### src/rtl/qat_pkg.sv
// Shared types and constants for the quoted argument tokenizer.
// Used by qat_step and the top level; depends on nothing.
package qat_pkg;

    localparam int unsigned CHAR_W  = 8;
    localparam int unsigned TDATA_W = 16;
    localparam int unsigned TUSER_W = 2;

    localparam logic [CHAR_W-1:0] CH_DQUOTE = 8'h22;
    localparam logic [CHAR_W-1:0] CH_SQUOTE = 8'h27;
    localparam logic [CHAR_W-1:0] CH_BSLASH = 8'h5C;
    localparam logic [CHAR_W-1:0] CH_SPACE  = 8'h20;
    localparam logic [CHAR_W-1:0] CH_TAB    = 8'h09;

    // Parse mode of the scanner
    typedef enum logic [2:0] {
        MODE_BETWEEN     = 3'd0,
        MODE_WORD        = 3'd1,
        MODE_QUOTED      = 3'd2,
        MODE_ESCAPE      = 3'd3,
        MODE_AFTER_QUOTE = 3'd4,
        MODE_SKIP        = 3'd5
    } qat_mode_t;

    // Result status codes
    typedef enum logic [1:0] {
        ST_OK            = 2'd0,
        ST_MISSING_QUOTE = 2'd1,
        ST_EXPECT_SPACE  = 2'd2
    } qat_status_t;

    // One result item
    typedef struct packed {
        logic              has_char;
        logic [CHAR_W-1:0] out_char;
        logic              arg_start;
        logic              arg_end;
        logic              line_done;
        qat_status_t       status;
        logic              run_last;
    } qat_result_t;

    // Outcome of one character: next state and up to two results
    typedef struct packed {
        qat_mode_t   mode_next;
        logic        quote_single_next;
        logic [1:0]  count;
        qat_result_t res0;
        qat_result_t res1;
    } qat_step_t;

endpackage

### src/rtl/qat_step.sv
// Next-state and result decode for one character of the command line.
// Purely combinational; depends on qat_pkg.
module qat_step (
    input  qat_pkg::qat_mode_t         mode_i,
    input  logic                       quote_single_i,
    input  logic [qat_pkg::CHAR_W-1:0] char_i,
    input  logic                       last_i,
    output qat_pkg::qat_step_t         step_o
);
    import qat_pkg::*;

    logic              sep;
    logic              is_quote;
    logic [CHAR_W-1:0] quote_char;

    function automatic qat_result_t mk_res(input logic has, input logic [CHAR_W-1:0] ch,
                                           input logic start, input logic fin,
                                           input logic done, input qat_status_t st);
        qat_result_t r;
        r.has_char  = has;
        r.out_char  = ch;
        r.arg_start = start;
        r.arg_end   = fin;
        r.line_done = done;
        r.status    = st;
        r.run_last  = 1'b0;
        return r;
    endfunction

    assign sep        = (char_i == CH_SPACE) || (char_i == CH_TAB);
    assign is_quote   = (char_i == CH_DQUOTE) || (char_i == CH_SQUOTE);
    assign quote_char = quote_single_i ? CH_SQUOTE : CH_DQUOTE;

    // Decode the character against the current mode
    always_comb begin
        step_o                   = '0;
        step_o.mode_next         = mode_i;
        step_o.quote_single_next = quote_single_i;
        unique case (mode_i)
            MODE_BETWEEN: begin
                if (sep) begin
                    if (last_i) begin
                        step_o.res0  = mk_res(1'b0, '0, 1'b0, 1'b0, 1'b1, ST_OK);
                        step_o.count = 2'd1;
                    end
                end else if (is_quote) begin
                    if (last_i) begin
                        step_o.res0 = mk_res(1'b0, '0, 1'b0, 1'b0, 1'b1, ST_MISSING_QUOTE);
                    end else begin
                        step_o.quote_single_next = (char_i == CH_SQUOTE);
                        step_o.res0      = mk_res(1'b0, '0, 1'b1, 1'b0, 1'b0, ST_OK);
                        step_o.mode_next = MODE_QUOTED;
                    end
                    step_o.count = 2'd1;
                end else begin
                    step_o.res0      = mk_res(1'b1, char_i, 1'b1, last_i, last_i, ST_OK);
                    step_o.count     = 2'd1;
                    step_o.mode_next = MODE_WORD;
                end
            end
            MODE_WORD: begin
                if (sep) begin
                    step_o.res0      = mk_res(1'b0, '0, 1'b0, 1'b1, last_i, ST_OK);
                    step_o.mode_next = MODE_BETWEEN;
                end else begin
                    step_o.res0 = mk_res(1'b1, char_i, 1'b0, last_i, last_i, ST_OK);
                end
                step_o.count = 2'd1;
            end
            MODE_QUOTED: begin
                if (char_i == quote_char) begin
                    step_o.res0      = mk_res(1'b0, '0, 1'b0, 1'b1, last_i, ST_OK);
                    step_o.count     = 2'd1;
                    step_o.mode_next = MODE_AFTER_QUOTE;
                end else if (last_i) begin
                    step_o.res0  = mk_res(1'b0, '0, 1'b0, 1'b0, 1'b1, ST_MISSING_QUOTE);
                    step_o.count = 2'd1;
                end else if (char_i == CH_BSLASH) begin
                    step_o.mode_next = MODE_ESCAPE;
                end else begin
                    step_o.res0  = mk_res(1'b1, char_i, 1'b0, 1'b0, 1'b0, ST_OK);
                    step_o.count = 2'd1;
                end
            end
            MODE_ESCAPE: begin
                if (last_i) begin
                    step_o.res0  = mk_res(1'b0, '0, 1'b0, 1'b0, 1'b1, ST_MISSING_QUOTE);
                    step_o.count = 2'd1;
                end else if ((char_i == quote_char) || (char_i == CH_BSLASH)) begin
                    step_o.res0  = mk_res(1'b1, char_i, 1'b0, 1'b0, 1'b0, ST_OK);
                    step_o.count = 2'd1;
                end else begin
                    // Keep both the backslash and the character
                    step_o.res0  = mk_res(1'b1, CH_BSLASH, 1'b0, 1'b0, 1'b0, ST_OK);
                    step_o.res1  = mk_res(1'b1, char_i, 1'b0, 1'b0, 1'b0, ST_OK);
                    step_o.count = 2'd2;
                end
                step_o.mode_next = MODE_QUOTED;
            end
            MODE_AFTER_QUOTE: begin
                if (sep) begin
                    if (last_i) begin
                        step_o.res0  = mk_res(1'b0, '0, 1'b0, 1'b0, 1'b1, ST_OK);
                        step_o.count = 2'd1;
                    end
                    step_o.mode_next = MODE_BETWEEN;
                end else begin
                    step_o.res0      = mk_res(1'b0, '0, 1'b0, 1'b0, last_i, ST_EXPECT_SPACE);
                    step_o.count     = 2'd1;
                    step_o.mode_next = MODE_SKIP;
                end
            end
            default: begin
                // Skip the rest of the line after an error
                if (last_i) begin
                    step_o.res0  = mk_res(1'b0, '0, 1'b0, 1'b0, 1'b1, ST_OK);
                    step_o.count = 2'd1;
                end
            end
        endcase

        // Return to the idle state at the end of the line
        if (last_i) begin
            step_o.mode_next         = MODE_BETWEEN;
            step_o.quote_single_next = 1'b0;
        end

        // Flag the final result of this character
        if (step_o.count == 2'd1) begin
            step_o.res0.run_last = 1'b1;
        end
        if (step_o.count == 2'd2) begin
            step_o.res1.run_last = 1'b1;
        end
    end

endmodule

### src/rtl/quoted_argument_tokenizer.sv
// Top level of the quoted argument tokenizer: handshakes, state and result registers.
// Depends on qat_pkg and qat_step.
//
//  Channel  Direction  Payload
//  s_       in         tdata[7:0] char_code, tlast line_last
//  m_       out        tdata has_char/out_char/arg_start/arg_end/run_last,
//                      tlast line_done, tuser status
//
// One character is taken per cycle while s_tready is high; its first result appears in
// the output register on the following cycle. A kept escape inside quotes gives a second
// result, held in a one-entry overflow register, and holds s_tready low until it has
// moved on to the output register, which waits while m_tready is low.
// Reset (aresetn low, synchronous) empties both result registers and returns the
// scanner to the between-arguments state. s_tready stays high while m_tready is low
// only as long as the output register is empty.
module quoted_argument_tokenizer (
    input  logic                        aclk,
    input  logic                        aresetn,
    input  logic                        s_tvalid,
    output logic                        s_tready,
    input  logic [qat_pkg::CHAR_W-1:0]  s_tdata,   // [7:0] char_code
    input  logic                        s_tlast,
    output logic                        m_tvalid,
    input  logic                        m_tready,
    output logic [qat_pkg::TDATA_W-1:0] m_tdata,   // [0] has_char, [8:1] out_char,
                                                   // [9] arg_start, [10] arg_end,
                                                   // [11] run_last, [15:12] zero
    output logic                        m_tlast,
    output logic [qat_pkg::TUSER_W-1:0] m_tuser    // [1:0] status
);
    import qat_pkg::*;

    qat_mode_t   mode_reg,        mode_next;
    logic        quote_single_reg, quote_single_next;
    logic        out_vld_reg,     out_vld_next;
    qat_result_t out_res_reg,     out_res_next;
    logic        pend_vld_reg,    pend_vld_next;
    qat_result_t pend_res_reg,    pend_res_next;

    logic        out_free;
    logic        s_accept;
    qat_step_t   step;

    qat_step u_step (
        .mode_i         (mode_reg),
        .quote_single_i (quote_single_reg),
        .char_i         (s_tdata),
        .last_i         (s_tlast),
        .step_o         (step)
    );

    assign out_free = !out_vld_reg || m_tready;
    assign s_tready = !pend_vld_reg && out_free;
    assign s_accept = s_tvalid && s_tready;

    // Advance the scanner and load the result registers
    always_comb begin
        mode_next         = mode_reg;
        quote_single_next = quote_single_reg;
        out_vld_next      = out_vld_reg;
        out_res_next      = out_res_reg;
        pend_vld_next     = pend_vld_reg;
        pend_res_next     = pend_res_reg;

        if (out_free) begin
            out_vld_next = 1'b0;
        end
        if (pend_vld_reg && out_free) begin
            // Drain the held second result
            out_vld_next  = 1'b1;
            out_res_next  = pend_res_reg;
            pend_vld_next = 1'b0;
        end
        if (s_accept) begin
            mode_next         = step.mode_next;
            quote_single_next = step.quote_single_next;
            if (step.count != 2'd0) begin
                out_vld_next = 1'b1;
                out_res_next = step.res0;
            end
            if (step.count == 2'd2) begin
                pend_vld_next = 1'b1;
                pend_res_next = step.res1;
            end
        end
    end

    // Hold control state
    always_ff @(posedge aclk) begin
        if (!aresetn) begin
            mode_reg         <= MODE_BETWEEN;
            quote_single_reg <= 1'b0;
            out_vld_reg      <= 1'b0;
            pend_vld_reg     <= 1'b0;
        end else begin
            mode_reg         <= mode_next;
            quote_single_reg <= quote_single_next;
            out_vld_reg      <= out_vld_next;
            pend_vld_reg     <= pend_vld_next;
        end
    end

    // Hold result payloads
    always_ff @(posedge aclk) begin
        out_res_reg  <= out_res_next;
        pend_res_reg <= pend_res_next;
    end

    assign m_tvalid = out_vld_reg;
    assign m_tdata  = {4'b0000, out_res_reg.run_last, out_res_reg.arg_end,
                       out_res_reg.arg_start, out_res_reg.out_char, out_res_reg.has_char};
    assign m_tlast  = out_res_reg.line_done;
    assign m_tuser  = out_res_reg.status;

endmodule

### config.mk
export PLATFORM = sky130hd
export DESIGN_NAME = quoted_argument_tokenizer
export DESIGN_NICKNAME = d
export VERILOG_FILES = /design/src/rtl/qat_pkg.sv /design/src/rtl/qat_step.sv /design/src/rtl/quoted_argument_tokenizer.sv
export SDC_FILE = /design/constraint.sdc
export NUM_CORES = 1
export LEC_CHECK = 0
export BUFFER_PORTS_ARGS = -buffer_cell sky130_fd_sc_hd__clkbuf_2
export CAP_MARGIN = 20
export CORE_UTILIZATION = 56
export CTS_CLUSTER_DIAMETER = 200
export DETAILED_ROUTE_END_ITERATION = 16
export HOLD_SLACK_MARGIN = 0.1
export PLACE_DENSITY = 0.82
export SLEW_MARGIN = 20
export SYNTH_ARGS = -nofsm -noshare
export SYNTH_HDL_FRONTEND = slang
export SYNTH_HIERARCHICAL = 1
export SYNTH_SLANG_ARGS = --single-unit
### constraint.sdc
create_clock -name aclk -period 4.6 [get_ports aclk]
set_clock_uncertainty 0.2 [all_clocks]
set_input_delay 0 -clock aclk [delete_from_list [all_inputs] [get_ports aclk]]
set_output_delay 0 -clock aclk [all_outputs]
set_load 0.02 [all_outputs]
Word-level counts from Yosys, hierarchy flattened
Index checks and enable logic that the tools add are counted.
- equal/unequal tests: 16
- muxes and demuxes: 35
- bitwise logic cells: 1
- reductions and logical operators: 19
- operators by type and width (cell ; count):
    $mux 15 ; 6
    $mux 17 ; 5
    $pmux 17 s5 ; 1
    $mux 16 ; 3
    $eq 8x6->1 const B ; 3
    $mux 3 ; 5
    $pmux 3 s5 ; 1
    $mux 1 ; 10
    $eq 8x4->1 const B ; 1
    $eq 8x7->1 const B ; 1
    $eq 8x8->1 ; 1
    $mux 4 ; 2
    $eq 3x2->1 const B ; 2
    $mux 6 ; 1
    $reduce_bool 2->1 ; 3
    $reduce_bool 6->1 ; 1
    $reduce_and 5->1 ; 1
    $logic_or 1x1->1 ; 4
    $ne 4x2->1 const B ; 1
    $reduce_and 4->1 ; 1
    $eq 3x1->1 const B ; 1
    $eq 3x3->1 const B ; 1
    $logic_and 1x1->1 ; 3
    $logic_not 3->1 ; 1
    other kinds (11) ; 12
- register bits: 35
- bits of input ports: 13
- output and inout bits: 21
- logic and storage cells: 88

Logic depth before layout (Yosys ltp)
Gate-level depths: netlist of the first run.
- word-level depth: 10
- gate-level depth with buffers: 10
- mapped depth without buffers: 8

Cells and area by module
The synthesis of the first run kept the hierarchy.
- by module, submodules not included (module ; instances ; cells an instance ; area an instance (um2) ; seq. area each (um2)):
    quoted_argument_tokenizer ; 1 ; 101 ; 1397.6 ; 870.8
    qat_step ; 1 ; 102 ; 678.2 ; 0.0

Least setup slack after synthesis of the first run
OpenSTA, ideal clock, no wires.
- path type: reg2reg
- from: reg quote_single_reg
- to: reg pend_res_reg[0] (netlist name)
- setup time: 0.435 ns
- arrival time: 3.120 ns
- required time: 3.965 ns
- setup slack: 0.845 ns
- stages on the path, launching flop included: 7
- buffers on the path: 0
- clock period less this slack: 3.755 ns
- cell sequence: dfxtp_1 and3_1 o2111ai_1 nand2_1 o211ai_1 o21ai_0 nor4b_1
- RTL lines (element ; line ; RTL):
    start, declared ; quoted_argument_tokenizer.sv:34 ; logic quote_single_reg, quote_single_next;
    start signal, assigned ; quoted_argument_tokenizer.sv:97 ; quote_single_reg <= quote_single_next;

==> flow_metrics.py, run 1 <==
metrics = {
    "run_status": {
        "status": "finished clean",
    },
    "setup_path": {
        "cp_data_required_time_ns": 4.38,
        "critPathLaunchType": "primary input",
        "cp.arrival_ns": 2.73,
        "endpoint_kind": "flop",
        "critPathKind": "primary input to flop",
        "path_max_fanout": 16,
    },
    "final_layout": {
        "nets": 252,
        "syn2layout_area_growth_pct": 16.5,
        "antennaDiodeCount": 0,
        "layout-drive-gt1-share": 0.267,
        "filler_cell_count": 261,
        "largest_register_ffs": 15,
        "multi_input_area_mm2": 0.00107,
        "register_area_um2": 871,
    },
    "floorplanning": {
        "rows": 21,
        "dieArea_mm2": 0.00395,
        "pin_count": 34,
        "start_util": 0.603,
        "coreArea_mm2": 0.00344,
        "die_w_um": 62.9,
        "dieHeight_um": 62.9,
    },
    "clock_network": {
        "cts_sinks": 36,
        "numCtsBuffers": 5,
        "cts-resized-gates": 0,
        "root_buffer": "clkbuf_8",
        "insertion_delay_ns": 0.28,
        "htreeDepth": 2,
        "post_cts_buffers": 0,
        "cts.reportedPaths.clkPinSlew_ns": 0.07,
        "clock_path_buffers": 2,
        "cts_tree": "yes",
        "cts_hold_buf": 14,
    },
    "global_routing": {
        "grt_start_max_net_pins": 23,
        "antenna_found_initial": 0,
        "grtUsageMet3": 0.0657,
        "gr-max-usage-layer": "met2",
        "grt_pass1_vias": 1553,
        "grt_first_pass_wirelength_um": 7340,
        "track_usage": 0.240,
        "grt_use_met1": 0.302,
        "grt_util_met2": 0.403,
        "grt_overflow": 0,
    },
    "synth": {
        "netlist_area_mm2": 0.00208,
        "synth_area_per_cell_um2": 10.2,
        "synthArstFlopShare": 0,
        "seq_area_frac_synth": 0.420,
        "yosysTopAreaCell": "edfxtp_1",
        "synth.distinct_cells": 53,
        "yosys-top-cells-area": "edfxtp_1, dfxtp_1, o221a_1",
        "synth_seq_cells": 36,
        "synth_flop_cell": "dfxtp_1",
        "synth_warnings": 6,
        "synth_top_area_frac": 0.217,
        "syn_inst": 203,
        "synth_edf_count": 15,
    },
    "route": {
        "wire_per_inst_um": 15.7,
        "ant_nets": 0,
        "drt_iter0_drc": 87,
        "dr.pass1.iters": 4,
        "finalWirelength_um": 4500,
        "drc": 0,
        "vias": 1693,
        "avgViaCountPerCell": 5.92,
    },
    "sta": {
        "tns_ns": 0,
        "rsz0062_at_grt": "false",
        "hold_viol": 0,
        "setup_violations": 0,
        "period_share": 0.641,
        "fmax_mhz": 339,
        "finalMaxSlewViolations": 0,
        "min_period_ns": 2.95,
        "worst-slew-pin-transition_ns": 0.556,
        "relSlewSlack": 0.625,
    },
    "min_path": {
        "hold_path.class": "flop to flop",
    },
    "flow_run": {
        "max-cap-violations": 0,
    },
    "placed_design": {
        "dpl.hpwl_um": 2980,
        "gp_congestion": 0.816,
        "portBuffers": 29,
    },
    "power": {
        "ir_worst_vdd_mv": 0.293,
        "p_per_area_mw_per_mm2": 319,
        "power_leakage_nw": 0.924,
        "finalPower_uw": 771,
    },
}
logic make-up (layout without fill, tap and decap cells):
group	Yosys count	after routing	synth area share
other	2	9	0.00362
AO/OA/AOI/OAI	63	63	0.268
multiplexers	1	1	0.00482
buffers and inverters	25	55	0.0790
AND/OR/NAND/NOR	76	76	0.225
flip-flops	36	36	0.420
layout by cell type (no fill, tap or decap), types with 3 or more instances in the layout:
master         synthesis  routed
edfxtp_1              15      15
nor3_1                 5       5
and2_1                10      10
nand3_1                4       4
dlygate4sd3_1          0      14
nor2b_1                3       3
o21ai_0               12      12
clkbuf_8               0       5
or3_1                 16      16
clkbuf_2               0      29
conb_1                 2       9
nor2_1                11      11
and3_1                 4       4
o221a_1                9       9
a21boi_0               5       5
dfxtp_1               21      21
a21oi_1                5       5
nand2_1                7       7
o221a_2                6       6
o21a_1                 6       6
cell type report:
class,count,share of cell area
timing repair buffer,44,0.121
clock buffer,5,0.0285
multi-input combinational,149,0.444
tap,46,0.0238
inverter,3,0.00466
clock inverter,3,0.0176
sequential,36,0.360
power by group:
| group | internal [mW] | total (mW) | switching, mW |
|---|---|---|---|
| Combinational | 0.0544 | 0.132 | 0.0777 |
| Sequential | 0.350 | 0.363 | 0.0128 |
| Clock | 0.160 | 0.276 | 0.115 |
| Total | 0.565 | 0.771 | 0.206 |
through the flow:
step                hold slack, ns  cell area [um2]   util  setup WS [ns]  std cells
floorplan                  -0.0825             2100      -          0.845        210
global placement            0.0820             2170  0.629           1.98        264
detailed placement           0.104             2170  0.629           1.91        264
CTS                          0.331             2420  0.702           1.66        286
global route                 0.340             2420  0.702           1.38        286
finish                       0.322             2420  0.702           1.65        286
metal layers:
metal | wire [um] | part of all wire
met1 | 1990 | 0.44
met2 | 2250 | 0.50
met3 | 215 | 0.048
met4 | 42 | 0.0093
met5 | 0 | 0
synth_stat cells, types with 3 or more instances:
cell / number
a21boi_0: 5
a21oi_1: 5
and2_1: 10
and3_1: 4
buf_2: 5
buf_4: 11
buf_6: 3
clkbuf_1: 3
dfxtp_1: 21
edfxtp_1: 15
nand2_1: 7
nand3_1: 4
nor2_1: 11
nor2b_1: 3
nor3_1: 5
nor4b_1: 3
o21a_1: 6
o21ai_0: 12
o221a_1: 9
o221a_2: 6
or3_1: 16
final timing paths:
check | startpoint | end | slack (ns) | cells after the start
worst min register to register | m_tdata[7] | m_tdata[7] | 0.32 | 1
worst max-delay path | s_tdata[4] | pend_res_reg[4] | 1.65 | 9
worst max register to register | quote_single_reg | pend_res_reg[4] | 1.91 | 7
worst min-delay path | m_tdata[7] | m_tdata[7] | 0.32 | 1
worst max-delay path, stage by stage:
cell           delay, ns
dlygate4sd3_1       0.53
clkbuf_2            0.16
nor4b_4             0.38
nand2_2             0.15
o41a_4              0.40
a211oi_2            0.25
o21ai_0             0.25
nor4b_2             0.33
buf_4               0.28
Power figures use the tool's default switching activity.
==> inputs of run 2 (changes only) <==
==> constraint.sdc (replaced) <==
create_clock -name aclk -period 2.9 [get_ports aclk]
set_clock_uncertainty 0.2 [all_clocks]
set_input_delay 0 -clock aclk [delete_from_list [all_inputs] [get_ports aclk]]
set_output_delay 0 -clock aclk [all_outputs]
set_load 0.02 [all_outputs]
==> flow_metrics.py, run 2 (same netlist as run 1, synthesis figures left out) <==
metrics = {
    "global_routing": {
        "antenna_found_initial": 0,
        "grt_pass1_vias": 1656,
        "track_usage": 0.257,
        "grt_first_pass_wirelength_um": 7890,
        "grtUsageMet3": 0.0511,
        "gr-max-usage-layer": "met2",
        "grt_start_max_net_pins": 23,
        "grt_overflow": 0,
        "grt_util_met2": 0.426,
        "grt_use_met1": 0.328,
    },
    "sta": {
        "tns_ns": 0,
        "fmax_mhz": 366,
        "hold_viol": 0,
        "min_period_ns": 2.73,
        "worst-slew-pin-transition_ns": 0.512,
        "rsz0062_at_grt": "false",
        "setup_violations": 0,
        "period_share": 0.943,
        "timing.final.ws_setup_ns": 0.166,
        "relSlewSlack": 0.655,
        "finalMaxSlewViolations": 0,
    },
    "route": {
        "ant_nets": 0,
        "finalWirelength_um": 4810,
        "dr.pass1.iters": 4,
        "drc": 0,
        "wire_per_inst_um": 16.5,
        "vias": 1733,
        "drt_iter0_drc": 113,
        "avgViaCountPerCell": 5.96,
    },
    "power": {
        "p_per_area_mw_per_mm2": 469,
        "power_leakage_nw": 0.949,
        "ir_worst_vdd_mv": 0.318,
    },
    "flow_run": {
        "max-cap-violations": 0,
    },
    "min_path": {
        "min_path_cells": 4,
        "min-delay-start": "s_tdata[4]",
        "hold_path.class": "primary input to flop",
        "whs_endpoint": "pend_res_reg[14]",
    },
    "setup_path": {
        "critPathLaunchType": "primary input",
        "path_max_fanout": 15,
        "r2r_slack_ns": 0.37,
        "reg2reg_from": "quote_single_reg",
        "r2r_cells": 9,
        "r2r-end": "m_tdata[11]",
        "critPathKind": "primary input to flop",
        "cp.arrival_ns": 2.71,
        "cp_data_required_time_ns": 2.88,
        "endpoint_kind": "flop",
    },
    "final_layout": {
        "largest_register_ffs": 15,
        "register_area_um2": 871,
        "multi_input_area_mm2": 0.00108,
        "final_cells": 291,
        "antennaDiodeCount": 0,
        "nets": 257,
        "syn2layout_area_growth_pct": 18.4,
        "filler_cell_count": 285,
        "mostFrequentLayoutCell": "clkbuf_2",
        "layout-drive-gt1-share": 0.286,
        "mostFrequentLayoutCells": "clkbuf_2, dfxtp_1, or3_1",
    },
    "placed_design": {
        "gp_congestion": 0.854,
        "dp.cells": 268,
        "portBuffers": 29,
        "pre_cts_ws_ns": 0.159,
        "dpl.hpwl_um": 3200,
    },
    "floorplanning": {
        "pin_count": 34,
        "dieHeight_um": 62.9,
        "coreArea_mm2": 0.00344,
        "dieArea_mm2": 0.00395,
        "start_util": 0.603,
        "die_w_um": 62.9,
        "rows": 21,
    },
    "clock_network": {
        "clock_path_buffers": 2,
        "cts.reportedPaths.clkPinSlew_ns": 0.07,
        "cts_sinks": 36,
        "htreeDepth": 2,
        "numCtsBuffers": 5,
        "root_buffer": "clkbuf_8",
        "insertion_delay_ns": 0.30,
        "cts_tree": "yes",
    },
    "run_status": {
        "status": "finished clean",
    },
}
## run 2: changes by cell type in the layout (fill, tap and decap cells not counted), sizes merged
cell / before / now
buf: 1 / 6
clkinv: 1 / 3
bufinv: 1 / 0
clkinvlp: 1 / 0
## run 2: layer usage
layer	part of all wire	up-vias
li1	-	837
met1	0.45	815
met2	0.48	70
met3	0.052	11
met4	0.017	0
met5	0	-
## run 2: critical path, cell delays in order
cell	delay (ns)
dlygate4sd3_1	0.54
clkbuf_2	0.21
nor4b_1	0.35
nand2_1	0.19
o41a_4	0.18
a211oi_2	0.27
o21ai_1	0.21
o21ai_1	0.26
a21oi_4	0.09
buf_12	0.17
o221a_2	0.25
## run 2: how the worst max path moves through the flow
stage | startpoint | to | slack [ns] | cells past startpoint
detailed placement | s_tdata[4] | pend_res_reg[10] | 0.16 | 8
finish | s_tdata[2] | m_tdata[11] | 0.17 | 11
floorplan | quote_single_reg | pend_res_reg[0] | 0.21 | 6
global placement | s_tdata[4] | pend_res_reg[8] | 0.23 | 8
CTS | s_tdata[2] | m_tdata[11] | 0.05 | 11
global route | s_tdata[2] | m_tdata[11] | 0.05 | 11
## run 2: final cells by class
type,instances,area share
Multi-Input combinational cell,149,0.441
Inverter,3,0.00458
Clock inverter,3,0.00763
Timing Repair Buffer,49,0.141
Tap cell,46,0.0234
Sequential cell,36,0.354
Clock buffer,5,0.0280
## run 2: what timing repair did
item,4_1_cts,5_1_grt
hold buffers,14,0
setup endpoints to repair,0,32
setup buffers,0,1
resized for setup,0,3
endpoints found under the hold margin,23,0
## run 2: where the power goes
part           total [mW]  internal, mW  switching, mW
clock               0.359         0.167          0.192
combinational       0.221        0.0917          0.130
sequential          0.574         0.556         0.0179
## run 2: per-stage QoR
step | hold WS, ns | cell area, um2 | power [mW] | util
6_report | 0.109 | 2460 | 1.15 | 0.714
3_5_place_dp | 0.0950 | 2200 | 0.787 | 0.640
2_1_floorplan | -0.0825 | 2120 | 0.736 | -
4_1_cts | 0.142 | 2430 | 1.15 | 0.707
3_3_place_gp | 0.0893 | 2200 | 0.783 | 0.640
5_1_grt | 0.155 | 2460 | 1.20 | 0.714
==> inputs of run 3 (changes only) <==
--- a/config.mk
+++ b/config.mk
@@ -7,13 +7,12 @@
 export LEC_CHECK = 0
 export BUFFER_PORTS_ARGS = -buffer_cell sky130_fd_sc_hd__clkbuf_2
 export CAP_MARGIN = 20
-export CORE_UTILIZATION = 56
+export CORE_UTILIZATION = 54
 export CTS_CLUSTER_DIAMETER = 200
 export DETAILED_ROUTE_END_ITERATION = 16
 export HOLD_SLACK_MARGIN = 0.1
-export PLACE_DENSITY = 0.82
+export PLACE_DENSITY = 0.81
 export SLEW_MARGIN = 20
 export SYNTH_ARGS = -nofsm -noshare
 export SYNTH_HDL_FRONTEND = slang
-export SYNTH_HIERARCHICAL = 1
 export SYNTH_SLANG_ARGS = --single-unit
==> flow_metrics.py, run 3 <==
metrics = {
    "sta": {
        "tns_ns": 0,
        "period_share": 0.930,
        "setup_violations": 0,
        "worst-slew-pin-transition_ns": 0.767,
        "min_period_ns": 2.70,
        "timing.final.ws_setup_ns": 0.204,
        "rsz0062_at_grt": "false",
        "fmax_mhz": 371,
        "relSlewSlack": 0.475,
        "hold_viol": 0,
        "finalMaxSlewViolations": 0,
    },
    "clock_network": {
        "cts_sinks": 30,
        "clock_path_buffers": 2,
        "post_cts_buffers": 0,
        "insertion_delay_ns": 0.34,
        "root_buffer": "clkbuf_4",
        "cts_tree": "yes",
        "numCtsBuffers": 5,
        "htreeDepth": 2,
        "cts.reportedPaths.clkPinSlew_ns": 0.11,
    },
    "synth": {
        "synth.distinct_cells": 54,
        "synthTopCellsByCount": "dfxtp_1, mux2i_1, nor2_1, edfxtp_1, nand2_1",
        "netlist_area_mm2": 0.00174,
        "synth_edf_count": 9,
        "synthArstFlopShare": 0,
        "synth_seq_cells": 30,
        "synth_most_common_cell": "dfxtp_1",
        "syn_inst": 181,
        "synth_top_area_frac": 0.241,
        "synth_area_per_cell_um2": 9.64,
        "seq_area_frac_synth": 0.396,
        "synth_warnings": 0,
        "yosysTopAreaCell": "dfxtp_1",
        "synth_flop_cell": "dfxtp_1",
        "yosys-top-cells-area": "dfxtp_1, edfxtp_1, mux2i_1",
    },
    "setup_path": {
        "cp.arrival_ns": 2.73,
        "critPathLaunchType": "primary input",
        "crit_slowest_cell": "dlygate4sd3_1",
        "critPathKind": "primary input to flop",
        "cp_common_cell": "dlygate4sd3_1",
        "critPathMaxStageDelay_ns": 0.56,
        "r2r_slack_ns": 0.33,
        "path_max_fanout": 8,
        "endpoint_kind": "flop",
        "cp_cell_sequence": "dlygate4sd3_1 > clkbuf_2 > nand3b_1 > nor3_2 > a31oi_1 > o21ai_0 > dlygate4sd3_1 > a21boi_0 > dlygate4sd3_1",
        "cp_data_required_time_ns": 2.94,
    },
    "final_layout": {
        "fin_util": 0.701,
        "mostFrequentLayoutCell": "clkbuf_2",
        "nets": 239,
        "largest_register_ffs": 12,
        "layout-drive-gt1-share": 0.229,
        "syn2layout_area_growth_pct": 22.7,
        "filler_cell_count": 269,
        "mostFrequentLayoutCells": "clkbuf_2, dfxtp_1, mux2i_1, dlygate4sd3_1, nor2_1",
        "finish.instance_area_mm2": 0.00214,
        "register_area_um2": 691,
        "multi_input_area_um2": 976,
        "antennaDiodeCount": 0,
    },
    "global_routing": {
        "antenna_found_initial": 0,
        "track_usage": 0.296,
        "grt_first_pass_wirelength_um": 7530,
        "grt_start_max_net_pins": 16,
        "grt_pass1_vias": 1535,
        "grt_overflow": 0,
    },
    "min_path": {
        "hold_path.class": "primary input to flop",
    },
    "flow_run": {
        "max-cap-violations": 0,
    },
    "power": {
        "p_per_area_mw_per_mm2": 458,
        "power_leakage_nw": 0.893,
        "ir_worst_vdd_mv": 0.219,
    },
    "route": {
        "dr.pass1.iters": 4,
        "finalWirelength_um": 4510,
        "vias": 1664,
        "avgViaCountPerCell": 6.14,
        "ant_nets": 0,
        "drt_iter0_drc": 112,
        "wire_per_inst_um": 16.6,
        "drc": 0,
    },
    "floorplanning": {
        "coreArea_mm2": 0.00305,
        "dieHeight_um": 58.8,
        "rows": 20,
        "pin_count": 34,
        "start_util": 0.571,
        "die_w_um": 58.8,
        "dieArea_mm2": 0.00346,
    },
    "placed_design": {
        "pre_cts_ws_ns": 0.190,
        "dpl.hpwl_um": 3100,
        "portBuffers": 29,
        "place_area_mm2": 0.00192,
        "gp_congestion": 0.918,
    },
    "run_status": {
        "status": "finished clean",
    },
}
[run 3: kinds of logic (layout without fill, tap and decap cells)]
kind of cell,Yosys count,after routing,share of synthesized area
simple gates,61,61,0.202
compound gates,54,54,0.252
flops,30,30,0.396
buf+inv,19,62,0.0574
mux,15,15,0.0861
other cells,1,4,0.00215
xor+xnor,1,1,0.00502
[run 3: worst max-delay path: cells and delay by family]
| family | cells | cell delay (ns) |
|---|---|---|
| compound gates | 3 | 0.34 |
| buf+inv | 4 | 1.81 |
| simple gates | 2 | 0.58 |
[run 3: layout make-up]
type	count	area share
clock buffer	6	0.0240
timing repair buffer	50	0.159
clock inverter	2	0.00584
sequential	30	0.323
tap	44	0.0257
inverter	4	0.00701
multi-input combinational	135	0.456
[run 3: through the flow]
stage	total power [mW]	cells	hold WS, ns
after CTS	0.980	271	0.141
after floorplan	0.633	184	-0.0825
final	0.981	271	0.154
after detailed placement	0.701	248	0.134
after global placement	0.693	248	0.110
after global routing	1.03	271	0.216
[run 3: what timing repair did]
item,CTS,global route
setup endpoints to repair,0,1
hold endpoints to repair,26,0
hold buffers,15,0
resized for setup,0,1
[run 3: report_power, final]
part,leakage [nW],internal [mW],switching (mW)
clock network,0.0343,0.116,0.157
logic,0.581,0.0873,0.142
registers,0.278,0.462,0.0169
total,0.893,0.665,0.316
[run 3: final timing paths]
check,start,end,cells after the start
setup / recovery,s_tdata[5],quote_single_reg,9
setup reg to reg,m_tvalid,quote_single_reg,7
hold reg to reg,m_tlast,m_tlast,2
hold / removal,s_tdata[1],mode_reg[1],5
[run 3: metal layers]
layer / track usage / share of wire / vias up
met1: 0.393 / 0.42 / 780
met3: 0.0769 / 0.077 / 12
met4: 0.112 / 0.020 / 0
li1: - / - / 786
met2: 0.461 / 0.48 / 86
met5: 0 / 0 / -
